--- config.mk ---
export PLATFORM = sky130hd
export DESIGN_NAME = buffer_view_layout_planner_unit
export DESIGN_NICKNAME = d
export VERILOG_FILES = /design/src/rtl/core/bvlp_pkg.sv /design/src/rtl/core/bvlp_front.sv /design/src/rtl/core/bvlp_queue.sv /design/src/rtl/core/bvlp_mod.sv /design/src/rtl/core/bvlp_back.sv /design/src/rtl/core/buffer_view_layout_planner_unit.sv
export SDC_FILE = /design/constraint.sdc
export NUM_CORES = 2
export LEC_CHECK = 0
export BUFFER_PORTS_ARGS = -buffer_cell sky130_fd_sc_hd__buf_2
export CAP_MARGIN = 10
export CORE_MARGIN = 2
export CORE_UTILIZATION = 40
export DETAILED_ROUTE_END_ITERATION = 8
export HOLD_SLACK_MARGIN = 0.15
export MAX_ROUTING_LAYER = met4
export SLEW_MARGIN = 20
export SYNTH_ARGS = -nofsm -noshare
export SYNTH_HDL_FRONTEND = slang
export SYNTH_SLANG_ARGS = --single-unit
--- constraint.sdc ---
create_clock -name aclk -period 13.7 [get_ports aclk]
set_input_delay 1.37 -clock aclk [delete_from_list [all_inputs] [get_ports aclk]]
set_output_delay 1.37 -clock aclk [all_outputs]
set_load 0.03 [all_outputs]
--- src/rtl/core/bvlp_pkg.sv ---
`default_nettype none
package bvlp_pkg;

    localparam int OFS_W        = 48;
    localparam int STRIDE_W     = 20;
    localparam int COUNT_W      = 24;
    localparam int BYTES_W      = 13;
    localparam int SIZE_W       = COUNT_W + BYTES_W;
    localparam int NUM_W        = 4;
    localparam int PEND_DEPTH   = 16;
    localparam int PEND_W       = 5;
    localparam int SALIGN_W     = 9;
    localparam int CFG_DATA_W   = 9;
    localparam int CFG_IDX_W    = 1;
    localparam int MOD_BITS     = 4;
    localparam int MOD_ITER     = OFS_W / MOD_BITS;
    localparam int MOD_CNT_W    = $clog2(MOD_ITER);
    localparam int QUEUE_DEPTH  = 2;
    localparam int MAX_VIEWS_DEF = 16;

    localparam logic [CFG_IDX_W-1:0] CFG_MODE   = 1'b0;
    localparam logic [CFG_IDX_W-1:0] CFG_SALIGN = 1'b1;

    typedef struct packed {
        logic [COUNT_W-1:0] count;
        logic [BYTES_W-1:0] bytes;
        logic [BYTES_W-1:0] align;
        logic               last;
        logic [SIZE_W-1:0]  size;
    } item_t;

    typedef enum logic [3:0] {
        ST_IDLE,
        ST_DISPATCH,
        ST_VIEW,
        ST_VMOD,
        ST_CSTART,
        ST_CMOD,
        ST_CMUL,
        ST_CADD,
        ST_EMIT,
        ST_LMOD,
        ST_LOUT
    } state_t;

endpackage
`default_nettype wire

--- src/rtl/core/bvlp_front.sv ---
`default_nettype none
module bvlp_front (
    input  wire logic                          aclk,
    input  wire logic                          aresetn,
    input  wire logic                          s_valid,
    output logic                               s_ready,
    input  wire logic [bvlp_pkg::COUNT_W-1:0]  s_element_count,
    input  wire logic [bvlp_pkg::BYTES_W-1:0]  s_element_bytes,
    input  wire logic [bvlp_pkg::BYTES_W-1:0]  s_view_alignment,
    input  wire logic                          s_last_view,
    output logic                               f_valid,
    input  wire logic                          f_ready,
    output bvlp_pkg::item_t                    f_item
);
    import bvlp_pkg::*;

    logic  stage_valid_reg;
    item_t stage_reg;

    assign s_ready = !stage_valid_reg || f_ready;
    assign f_valid = stage_valid_reg;
    assign f_item  = stage_reg;

    always_ff @(posedge aclk) begin
        if (!aresetn) begin
            stage_valid_reg <= 1'b0;
        end else if (s_ready) begin
            stage_valid_reg <= s_valid;
        end
    end

    always_ff @(posedge aclk) begin
        if (s_valid && s_ready) begin
            stage_reg.count <= s_element_count;
            stage_reg.bytes <= s_element_bytes;
            stage_reg.align <= s_view_alignment;
            stage_reg.last  <= s_last_view;
            stage_reg.size  <= SIZE_W'(s_element_count) * SIZE_W'(s_element_bytes);
        end
    end

endmodule
`default_nettype wire

--- src/rtl/core/bvlp_queue.sv ---
`default_nettype none
module bvlp_queue (
    input  wire logic             aclk,
    input  wire logic             aresetn,
    input  wire logic             in_valid,
    output logic                  in_ready,
    input  wire bvlp_pkg::item_t  in_item,
    output logic                  out_valid,
    input  wire logic             out_ready,
    output bvlp_pkg::item_t       out_item
);
    import bvlp_pkg::*;

    localparam int PTR_W = $clog2(QUEUE_DEPTH);

    item_t              mem_reg [QUEUE_DEPTH];
    logic [PTR_W-1:0]   wr_ptr_reg;
    logic [PTR_W-1:0]   rd_ptr_reg;
    logic [PTR_W:0]     fill_reg;
    logic               push;
    logic               pop;

    assign in_ready  = fill_reg != (PTR_W+1)'(QUEUE_DEPTH);
    assign out_valid = fill_reg != '0;
    assign out_item  = mem_reg[rd_ptr_reg];
    assign push      = in_valid && in_ready;
    assign pop       = out_valid && out_ready;

    always_ff @(posedge aclk) begin
        if (!aresetn) begin
            wr_ptr_reg <= '0;
            rd_ptr_reg <= '0;
            fill_reg   <= '0;
        end else begin
            if (push) begin
                wr_ptr_reg <= (wr_ptr_reg == PTR_W'(QUEUE_DEPTH - 1)) ? '0 : wr_ptr_reg + 1'b1;
            end
            if (pop) begin
                rd_ptr_reg <= (rd_ptr_reg == PTR_W'(QUEUE_DEPTH - 1)) ? '0 : rd_ptr_reg + 1'b1;
            end
            if (push && !pop) begin
                fill_reg <= fill_reg + 1'b1;
            end else if (pop && !push) begin
                fill_reg <= fill_reg - 1'b1;
            end
        end
    end

    always_ff @(posedge aclk) begin
        if (push) begin
            mem_reg[wr_ptr_reg] <= in_item;
        end
    end

endmodule
`default_nettype wire

--- src/rtl/core/bvlp_mod.sv ---
`default_nettype none
module bvlp_mod (
    input  wire logic                          aclk,
    input  wire logic                          aresetn,
    input  wire logic                          start,
    input  wire logic [bvlp_pkg::OFS_W-1:0]    dividend,
    input  wire logic [bvlp_pkg::BYTES_W-1:0]  divisor,
    output logic                               done,
    output logic [bvlp_pkg::BYTES_W-1:0]       remainder
);
    import bvlp_pkg::*;

    logic                   busy_reg;
    logic                   done_reg;
    logic [MOD_CNT_W-1:0]   cnt_reg;
    logic [OFS_W-1:0]       dvd_reg;
    logic [BYTES_W-1:0]     dvs_reg;
    logic [BYTES_W-1:0]     rem_reg;
    logic [BYTES_W-1:0]     rem_next;

    assign done      = done_reg;
    assign remainder = rem_reg;

    always_comb begin
        logic [BYTES_W:0] r;
        r = {1'b0, rem_reg};
        for (int k = 0; k < MOD_BITS; k++) begin
            r = {r[BYTES_W-1:0], dvd_reg[OFS_W-1-k]};
            if (r >= {1'b0, dvs_reg}) begin
                r = r - {1'b0, dvs_reg};
            end
        end
        rem_next = r[BYTES_W-1:0];
    end

    always_ff @(posedge aclk) begin
        if (!aresetn) begin
            busy_reg <= 1'b0;
            done_reg <= 1'b0;
            cnt_reg  <= '0;
        end else begin
            done_reg <= 1'b0;
            if (start) begin
                busy_reg <= 1'b1;
                cnt_reg  <= '0;
            end else if (busy_reg) begin
                cnt_reg <= cnt_reg + 1'b1;
                if (cnt_reg == MOD_CNT_W'(MOD_ITER - 1)) begin
                    busy_reg <= 1'b0;
                    done_reg <= 1'b1;
                end
            end
        end
    end

    always_ff @(posedge aclk) begin
        if (start) begin
            dvd_reg <= dividend;
            dvs_reg <= divisor;
            rem_reg <= '0;
        end else if (busy_reg) begin
            dvd_reg <= dvd_reg << MOD_BITS;
            rem_reg <= rem_next;
        end
    end

endmodule
`default_nettype wire

--- src/rtl/core/bvlp_back.sv ---
`default_nettype none
module bvlp_back #(
    parameter int MAX_VIEWS = bvlp_pkg::MAX_VIEWS_DEF
) (
    input  wire logic                             aclk,
    input  wire logic                             aresetn,
    input  wire logic                             q_valid,
    output logic                                  q_ready,
    input  wire bvlp_pkg::item_t                  q_item,
    input  wire logic                             cfg_we,
    input  wire logic [bvlp_pkg::CFG_IDX_W-1:0]   cfg_index,
    input  wire logic [bvlp_pkg::CFG_DATA_W-1:0]  cfg_data,
    output logic                                  m_valid,
    input  wire logic                             m_ready,
    output logic [bvlp_pkg::NUM_W-1:0]            m_view_number,
    output logic [bvlp_pkg::OFS_W-1:0]            m_byte_offset,
    output logic [bvlp_pkg::STRIDE_W-1:0]         m_byte_stride,
    output logic [bvlp_pkg::OFS_W-1:0]            m_total_size,
    output logic                                  m_final_result
);
    import bvlp_pkg::*;

    localparam int GROUP_CAP = (MAX_VIEWS < PEND_DEPTH) ? MAX_VIEWS : PEND_DEPTH;
    localparam int PROD_W    = STRIDE_W + COUNT_W;

    state_t                 state_reg, state_next;
    item_t                  item_reg, item_next;
    logic                   mode_reg;
    logic [SALIGN_W-1:0]    salign_reg;
    logic [OFS_W-1:0]       pend_mem [PEND_DEPTH];
    logic [PEND_W-1:0]      pend_reg, pend_next;
    logic [COUNT_W-1:0]     gec_reg, gec_next;
    logic [STRIDE_W-1:0]    gs_reg, gs_next;
    logic [OFS_W-1:0]       rs_reg, rs_next;
    logic [OFS_W-1:0]       prev_reg, prev_next;
    logic [NUM_W-1:0]       vc_reg, vc_next;
    logic [OFS_W-1:0]       off_reg, off_next;
    logic [STRIDE_W-1:0]    stride_reg, stride_next;
    logic [PROD_W-1:0]      prod_reg, prod_next;
    logic [NUM_W-1:0]       idx_reg, idx_next;
    logic                   cfin_reg, cfin_next;
    logic                   cview_reg, cview_next;

    logic                   m_valid_reg, m_valid_next;
    logic [NUM_W-1:0]       m_num_reg, m_num_next;
    logic [OFS_W-1:0]       m_off_reg, m_off_next;
    logic [STRIDE_W-1:0]    m_stride_reg, m_stride_next;
    logic [OFS_W-1:0]       m_total_reg, m_total_next;
    logic                   m_fin_reg, m_fin_next;

    logic                   pend_we;
    logic [OFS_W-1:0]       pend_wdata;
    logic                   mod_start;
    logic [OFS_W-1:0]       mod_dvd;
    logic [BYTES_W-1:0]     mod_dvs;
    logic                   mod_done;
    logic [BYTES_W-1:0]     mod_rem;

    logic [BYTES_W-1:0]     align_eff;
    logic [BYTES_W-1:0]     sa_eff;
    logic [BYTES_W-1:0]     gap_a;
    logic [BYTES_W-1:0]     gap_s;
    logic [BYTES_W-1:0]     pad_lin;
    logic [BYTES_W-1:0]     pad_view;
    logic [STRIDE_W-1:0]    gs_use;
    logic [PEND_W-1:0]      pend_inc;
    logic                   out_free;
    logic                   emit_last;

    bvlp_mod u_mod (
        .aclk      (aclk),
        .aresetn   (aresetn),
        .start     (mod_start),
        .dividend  (mod_dvd),
        .divisor   (mod_dvs),
        .done      (mod_done),
        .remainder (mod_rem)
    );

    assign m_valid        = m_valid_reg;
    assign m_view_number  = m_num_reg;
    assign m_byte_offset  = m_off_reg;
    assign m_byte_stride  = m_stride_reg;
    assign m_total_size   = m_total_reg;
    assign m_final_result = m_fin_reg;

    assign align_eff = (item_reg.align == '0) ? BYTES_W'(1) : item_reg.align;
    assign sa_eff    = (salign_reg == '0) ? BYTES_W'(1) : BYTES_W'(salign_reg);
    assign gap_a     = align_eff - mod_rem;
    assign gap_s     = sa_eff - mod_rem;
    assign pad_lin   = (mod_rem != '0 && item_reg.size > SIZE_W'(gap_a)) ? gap_a : '0;
    assign pad_view  = (mod_rem != '0 && item_reg.bytes > gap_a) ? gap_a : '0;
    assign gs_use    = (pend_reg == '0) ? '0 : gs_reg;
    assign pend_inc  = pend_reg + 1'b1;
    assign out_free  = !m_valid_reg || m_ready;
    assign emit_last = (PEND_W'(idx_reg) + 1'b1) == pend_reg;

    always_ff @(posedge aclk) begin
        if (!aresetn) begin
            state_reg   <= ST_IDLE;
            mode_reg    <= 1'b0;
            salign_reg  <= SALIGN_W'(16);
            pend_reg    <= '0;
            gec_reg     <= '0;
            gs_reg      <= '0;
            rs_reg      <= '0;
            prev_reg    <= '0;
            vc_reg      <= '0;
            m_valid_reg <= 1'b0;
        end else begin
            state_reg   <= state_next;
            pend_reg    <= pend_next;
            gec_reg     <= gec_next;
            gs_reg      <= gs_next;
            rs_reg      <= rs_next;
            prev_reg    <= prev_next;
            vc_reg      <= vc_next;
            m_valid_reg <= m_valid_next;
            if (cfg_we && cfg_index == CFG_MODE) begin
                mode_reg <= cfg_data[0];
            end
            if (cfg_we && cfg_index == CFG_SALIGN) begin
                salign_reg <= cfg_data[SALIGN_W-1:0];
            end
        end
    end

    always_ff @(posedge aclk) begin
        item_reg     <= item_next;
        off_reg      <= off_next;
        stride_reg   <= stride_next;
        prod_reg     <= prod_next;
        idx_reg      <= idx_next;
        cfin_reg     <= cfin_next;
        cview_reg    <= cview_next;
        m_num_reg    <= m_num_next;
        m_off_reg    <= m_off_next;
        m_stride_reg <= m_stride_next;
        m_total_reg  <= m_total_next;
        m_fin_reg    <= m_fin_next;
        if (pend_we) begin
            pend_mem[pend_reg[NUM_W-1:0]] <= pend_wdata;
        end
    end

    always_comb begin
        state_next    = state_reg;
        item_next     = item_reg;
        pend_next     = pend_reg;
        gec_next      = gec_reg;
        gs_next       = gs_reg;
        rs_next       = rs_reg;
        prev_next     = prev_reg;
        vc_next       = vc_reg;
        off_next      = off_reg;
        stride_next   = stride_reg;
        prod_next     = prod_reg;
        idx_next      = idx_reg;
        cfin_next     = cfin_reg;
        cview_next    = cview_reg;
        m_valid_next  = m_valid_reg && !m_ready;
        m_num_next    = m_num_reg;
        m_off_next    = m_off_reg;
        m_stride_next = m_stride_reg;
        m_total_next  = m_total_reg;
        m_fin_next    = m_fin_reg;
        pend_we       = 1'b0;
        pend_wdata    = off_reg + OFS_W'(pad_view);
        mod_start     = 1'b0;
        mod_dvd       = prev_reg;
        mod_dvs       = align_eff;
        q_ready       = 1'b0;

        unique case (state_reg)
            ST_IDLE: begin
                q_ready = 1'b1;
                if (q_valid) begin
                    item_next  = q_item;
                    state_next = ST_DISPATCH;
                end
            end
            ST_DISPATCH: begin
                if (!mode_reg) begin
                    mod_start  = 1'b1;
                    state_next = ST_LMOD;
                end else if (pend_reg != '0 && item_reg.count != gec_reg) begin
                    cfin_next  = 1'b0;
                    cview_next = 1'b1;
                    state_next = ST_CSTART;
                end else begin
                    state_next = ST_VIEW;
                end
            end
            ST_VIEW: begin
                if (pend_reg == '0) begin
                    gec_next = item_reg.count;
                    gs_next  = '0;
                end
                off_next   = rs_reg + OFS_W'(gs_use);
                mod_dvd    = rs_reg + OFS_W'(gs_use);
                mod_start  = 1'b1;
                state_next = ST_VMOD;
            end
            ST_VMOD: begin
                if (mod_done) begin
                    pend_we   = 1'b1;
                    pend_next = pend_inc;
                    gs_next   = gs_reg + STRIDE_W'(item_reg.bytes) + STRIDE_W'(pad_view);
                    vc_next   = vc_reg + 1'b1;
                    if (item_reg.last || pend_inc >= PEND_W'(GROUP_CAP)) begin
                        cfin_next  = item_reg.last;
                        cview_next = 1'b0;
                        state_next = ST_CSTART;
                    end else begin
                        state_next = ST_IDLE;
                    end
                end
            end
            ST_CSTART: begin
                mod_dvd    = OFS_W'(gs_reg);
                mod_dvs    = sa_eff;
                mod_start  = 1'b1;
                state_next = ST_CMOD;
            end
            ST_CMOD: begin
                if (mod_done) begin
                    stride_next = gs_reg + ((mod_rem != '0) ? STRIDE_W'(gap_s) : '0);
                    state_next  = ST_CMUL;
                end
            end
            ST_CMUL: begin
                prod_next  = PROD_W'(stride_reg) * PROD_W'(gec_reg);
                state_next = ST_CADD;
            end
            ST_CADD: begin
                rs_next    = rs_reg + OFS_W'(prod_reg);
                idx_next   = '0;
                state_next = ST_EMIT;
            end
            ST_EMIT: begin
                if (out_free) begin
                    m_valid_next  = 1'b1;
                    m_num_next    = vc_reg - pend_reg[NUM_W-1:0] + idx_reg;
                    m_off_next    = pend_mem[idx_reg];
                    m_stride_next = stride_reg;
                    m_total_next  = rs_reg;
                    m_fin_next    = cfin_reg && emit_last;
                    idx_next      = idx_reg + 1'b1;
                    if (emit_last) begin
                        pend_next = '0;
                        gs_next   = '0;
                        if (cfin_reg) begin
                            gec_next   = '0;
                            rs_next    = '0;
                            prev_next  = '0;
                            vc_next    = '0;
                            state_next = ST_IDLE;
                        end else if (cview_reg) begin
                            state_next = ST_VIEW;
                        end else begin
                            state_next = ST_IDLE;
                        end
                    end
                end
            end
            ST_LMOD: begin
                if (mod_done) begin
                    off_next   = prev_reg + OFS_W'(pad_lin);
                    rs_next    = rs_reg + OFS_W'(item_reg.size) + OFS_W'(pad_lin);
                    prev_next  = prev_reg + OFS_W'(pad_lin) + OFS_W'(item_reg.size);
                    state_next = ST_LOUT;
                end
            end
            ST_LOUT: begin
                if (out_free) begin
                    m_valid_next  = 1'b1;
                    m_num_next    = vc_reg;
                    m_off_next    = off_reg;
                    m_stride_next = STRIDE_W'(item_reg.bytes);
                    m_total_next  = rs_reg;
                    m_fin_next    = item_reg.last;
                    vc_next       = vc_reg + 1'b1;
                    if (item_reg.last) begin
                        pend_next = '0;
                        gec_next  = '0;
                        gs_next   = '0;
                        rs_next   = '0;
                        prev_next = '0;
                        vc_next   = '0;
                    end
                    state_next = ST_IDLE;
                end
            end
            default: begin
                state_next = ST_IDLE;
            end
        endcase

        // drop the layout in progress on a mode write
        if (cfg_we && cfg_index == CFG_MODE) begin
            pend_next = '0;
            gec_next  = '0;
            gs_next   = '0;
            rs_next   = '0;
            prev_next = '0;
            vc_next   = '0;
        end
    end

endmodule
`default_nettype wire

--- src/rtl/core/buffer_view_layout_planner_unit.sv ---
`default_nettype none
// In linear mode each accepted beat gives one result; in interleaved mode the group
// results follow the closing view, one result beat per cycle unless m_ready stalls.
// The back end takes a new view only once the shared remainder unit (4 bits per
// cycle over 48 bits) is done with the last; a group close adds a stride remainder
// pass before its results. Reset: synchronous active-low aresetn resets control,
// config and layout state; the pending offset store is not cleared.
module buffer_view_layout_planner_unit #(
    parameter int MAX_VIEWS = bvlp_pkg::MAX_VIEWS_DEF
) (
    input  wire logic                             aclk,
    input  wire logic                             aresetn,
    input  wire logic                             s_valid,
    output logic                                  s_ready,
    input  wire logic [bvlp_pkg::COUNT_W-1:0]     s_element_count,
    input  wire logic [bvlp_pkg::BYTES_W-1:0]     s_element_bytes,
    input  wire logic [bvlp_pkg::BYTES_W-1:0]     s_view_alignment,
    input  wire logic                             s_last_view,
    input  wire logic                             cfg_we,
    input  wire logic [bvlp_pkg::CFG_IDX_W-1:0]   cfg_index,
    input  wire logic [bvlp_pkg::CFG_DATA_W-1:0]  cfg_data,
    output logic                                  m_valid,
    input  wire logic                             m_ready,
    output logic [bvlp_pkg::NUM_W-1:0]            m_view_number,
    output logic [bvlp_pkg::OFS_W-1:0]            m_byte_offset,
    output logic [bvlp_pkg::STRIDE_W-1:0]         m_byte_stride,
    output logic [bvlp_pkg::OFS_W-1:0]            m_total_size,
    output logic                                  m_final_result
);
    import bvlp_pkg::*;

    logic  f_valid;
    logic  f_ready;
    item_t f_item;
    logic  q_valid;
    logic  q_ready;
    item_t q_item;

    bvlp_front u_front (
        .aclk             (aclk),
        .aresetn          (aresetn),
        .s_valid          (s_valid),
        .s_ready          (s_ready),
        .s_element_count  (s_element_count),
        .s_element_bytes  (s_element_bytes),
        .s_view_alignment (s_view_alignment),
        .s_last_view      (s_last_view),
        .f_valid          (f_valid),
        .f_ready          (f_ready),
        .f_item           (f_item)
    );

    bvlp_queue u_queue (
        .aclk      (aclk),
        .aresetn   (aresetn),
        .in_valid  (f_valid),
        .in_ready  (f_ready),
        .in_item   (f_item),
        .out_valid (q_valid),
        .out_ready (q_ready),
        .out_item  (q_item)
    );

    bvlp_back #(
        .MAX_VIEWS (MAX_VIEWS)
    ) u_back (
        .aclk           (aclk),
        .aresetn        (aresetn),
        .q_valid        (q_valid),
        .q_ready        (q_ready),
        .q_item         (q_item),
        .cfg_we         (cfg_we),
        .cfg_index      (cfg_index),
        .cfg_data       (cfg_data),
        .m_valid        (m_valid),
        .m_ready        (m_ready),
        .m_view_number  (m_view_number),
        .m_byte_offset  (m_byte_offset),
        .m_byte_stride  (m_byte_stride),
        .m_total_size   (m_total_size),
        .m_final_result (m_final_result)
    );

endmodule
`default_nettype wire
==> results.md <==
* Status: finished, final reports clean
* Sequential area share after synthesis at 0.459
* Port bufs at 188
* CTS Buf Count at 176
* RSZ-0062 raised after global routing: false
* Post-CTS Hold Fix Bufs at 0
* Crit path from: u_back.u_mod.dvd_reg[47]$_DFFE_PP_
* Proportion of layout cells with a drive suffix above 1 at 0.121
* Root cell of the clock tree: clkbuf_16
* Flop and latch count out of synthesis at 1,612
* Power per Cell Area at 254 nW/um2
* DRT iter0 DRCs at 5,984
* Final HPWL DP at 204 mm
* Worst slew pin tran at 1.24 ns
* Initial antenna violation count at 12
* Full die area at 257,000 um2
* Dominant cells by area after synthesis: edfxtp_1 42%, fa_1 13%, ha_1 7.0%, mux4_2 5.3%, dfxtp_1 3.8%
* Worst EP required at 14.47 ns
* CTS tree: built
* CP Max Fanout at 14
* Setup Crit Path Kind: reg -> reg
* Die width at 507 um
* Largest net degree at the start of global routing at 114
* Slew Limit Fails at 0
* Overall Global Routing Usage at 0.232
* Commonest non-fill, non-tap cell in the layout: edfxtp_1
* Final setup violation count at 0
* Setup crit start kind: flop
* Leak pwr at 44.1 nW
* WP buf/inv at 5
* CP endpoint kind: flop
* Post-CTS sizing at 0
* Synth Area in Compound Gates at 0.0771
* TritonCTS Sinks at 1,612
* Core area at 251,000 um2
* Peak supply drop at 0.000404 V
* Vias in the first global route at 68,200
* Die H at 507 um
* Fin Setup TNS at 0 ns
* Final wirelength at 292 mm
* DP Area at 106,000 um2
* R2R depth at 55
* GPL Wtd Cong at 0.937
* Synth cell types at 97
* First-pass GRT wire length at 437 mm
* Post-route ant nets at 0
* Starting Density at 0.403
* Synthesis warning total at 0
* Via density at 5.53
* Yosys top cell area share at 0.421
* Net Count, Synth at 9,746
* Hold Slack at 0.424 ns
* Clock latency on the worst-skew pair at 0.85 ns
* Delay-heaviest family, CP: compound AO/OA/AOI/OAI gates
* Fin Clk Skew at 0.0514 ns
* H-tree depth at 4
* Final Hold Viols at 0
* Synth Instances at 8,446
* Worst R2R Start: u_back.u_mod.dvd_reg[47]$_DFFE_PP_
* Synth Flop Type: edfxtp_1
* Most frequent cells in the layout: 1,420 x edfxtp_1, 1,015 x nand2_1, 820 x inv_1, 671 x fa_1, 563 x ha_1
* Area growth from synthesis to layout at 11.0%
* TritonRoute pass-1 iters at 6
* Hold Crit Class: reg -> reg
* Clk slew on worst S/H paths at 0.06 ns
* Fmax at 80.0 MHz
* Min Tclk post-route at 12.50 ns
* Max reg flops at 768
* Synth Area in Adders at 0.203
* Period Utilization, post-route at 0.912
* Final routed DRC violation total at 0
* R2r endpoint: u_back.u_mod.remainder[1]$_SDFFE_PP0P_
* Synth area leader: edfxtp_1
* Largest family of logic cells by synthesized area: adder cells
* Total number of vias at 66,500
* CP max stage cell: a221oi_1
* Grt total ovfl at 0
* Post-Synth Simple-Gate Area at 0.107
* Nets@finish at 9,833
* CTS Buffer Depth at 3
* FFs w/ async S/R, synth at 0
* Max cap viols at 0
* Final instance area at 112,000 um2
* Reg-to-reg slack, setup at 1.20 ns
* Post-synth EDFFs at 1,420
* Std-Cell Rows at 184
* Slowest stage delay, CP at 0.49 ns
* XOR/XNOR Fraction of Synth Area at 0.0386
* CP endpoint: u_back.u_mod.remainder[1]$_SDFFE_PP0P_
* I/O pin count at 189
* CP Data Arrival Time at 13.26 ns
* Syn avg cell area at 12.0 um2
* Max_slew headroom at 0.172
* CP Depth at 55
* Post-CTS Setup Bufs at 0
* WL/cell at 24.3 um
* Post-synthesis mux area share at 0.0702
* CP most frequent cell: a21o_1
* Syn Std Cell Area at 101,000 um2
==> cell type report <==
type | instances | area [um2]
diodes | 4 | 10.0
clock buffers | 205 | 4590
clock inverters | 121 | 1570
fillers | 22900 | 139000
inverters | 821 | 3080
multi-input cells | 5630 | 50600
flip-flops and latches | 1612 | 46500
well taps | 3348 | 4190
repair buffers | 292 | 1750
==> worst register-to-register path, delay by kind of cell (launching register included) <==
family,cells,cell delay [ns]
multiplexers,4,1.26
AO/OA/AOI/OAI,34,7.28
adder cells (fa/ha/maj),5,1.74
AND/OR/NAND/NOR,7,0.85
flip-flops,1,0.38
buffers and inverters,5,0.93
==> per-stage QoR <==
stage	std cells	worst slack [ns]	utilization	total power, W
floorplan	8446	2.36	-	0.0190
global placement	11700	0.940	0.421	0.0230
detailed placement	11700	1.03	0.421	0.0232
CTS	12000	0.950	0.446	0.0284
global route	12000	0.157	0.447	0.0305
finish	12000	1.20	0.447	0.0285
==> worst min-delay path by stage <==
stage	cells after the start	slack, ns	endpoint	start
after floorplan	0	0.40	u_back.m_total_size[45]$_DFFE_PP_	u_back.rs_reg[45]$_SDFFE_PP0P_
after global placement	0	0.42	u_queue.mem_reg[0][53]$_DFFE_PP_	u_front.f_item[53]$_DFFE_PP_
after detailed placement	0	0.43	u_queue.mem_reg[1][0]$_DFFE_PP_	u_front.f_item[0]$_DFFE_PP_
after CTS	0	0.42	u_queue.mem_reg[1][53]$_DFFE_PP_	u_front.f_item[53]$_DFFE_PP_
after global routing	0	0.43	u_queue.mem_reg[1][10]$_DFFE_PP_	u_front.f_item[10]$_DFFE_PP_
final	0	0.42	u_queue.mem_reg[1][53]$_DFFE_PP_	u_front.f_item[53]$_DFFE_PP_
==> logic make-up after synthesis <==
| kind of cell | after synthesis |
|---|---|
| xor+xnor | 442 |
| buf+inv | 1204 |
| compound gates | 1208 |
| flops | 1612 |
| fa+ha+maj | 1241 |
| simple gates | 2345 |
| mux | 394 |
==> cells in the mapped netlist (all sizes together), types with 49 or more instances <==
library cell and n:
dfxtp 192, nand3 125, a21o 138, mux2 127, clkbuf 351, nor2b 65
and2 309, a221oi 49, o21bai 50, nand2 1019, edfxtp 1420, xnor2 312
xor2 129, o21ai 239, and3 55, nor2 466, a22oi 62, ha 563
a21oi 358, o21a 53, mux4 240, nand2b 50, inv 821, fa 671
nand4 55, nor3 85
==> routing by layer <==
layer / global-route usage / up-vias / part of all wire / wire, um
li1: - / 29800 / - / -
met2: 0.372 / 2373 / 0.48 / 139000
met3: 0.0343 / 459 / 0.067 / 19500
met5: - / - / 0 / 0
met4: 0.0761 / 0 / 0.035 / 10100
met1: 0.303 / 33900 / 0.42 / 124000
==> where the power goes <==
group          leakage (nW)  switching, W  internal (W)
combinational          26.5       0.00938       0.00645
sequential             14.6      0.000654       0.00697
clock                  3.00       0.00205       0.00300
total                  44.1        0.0121        0.0164
Power figures use the tool's default switching activity.
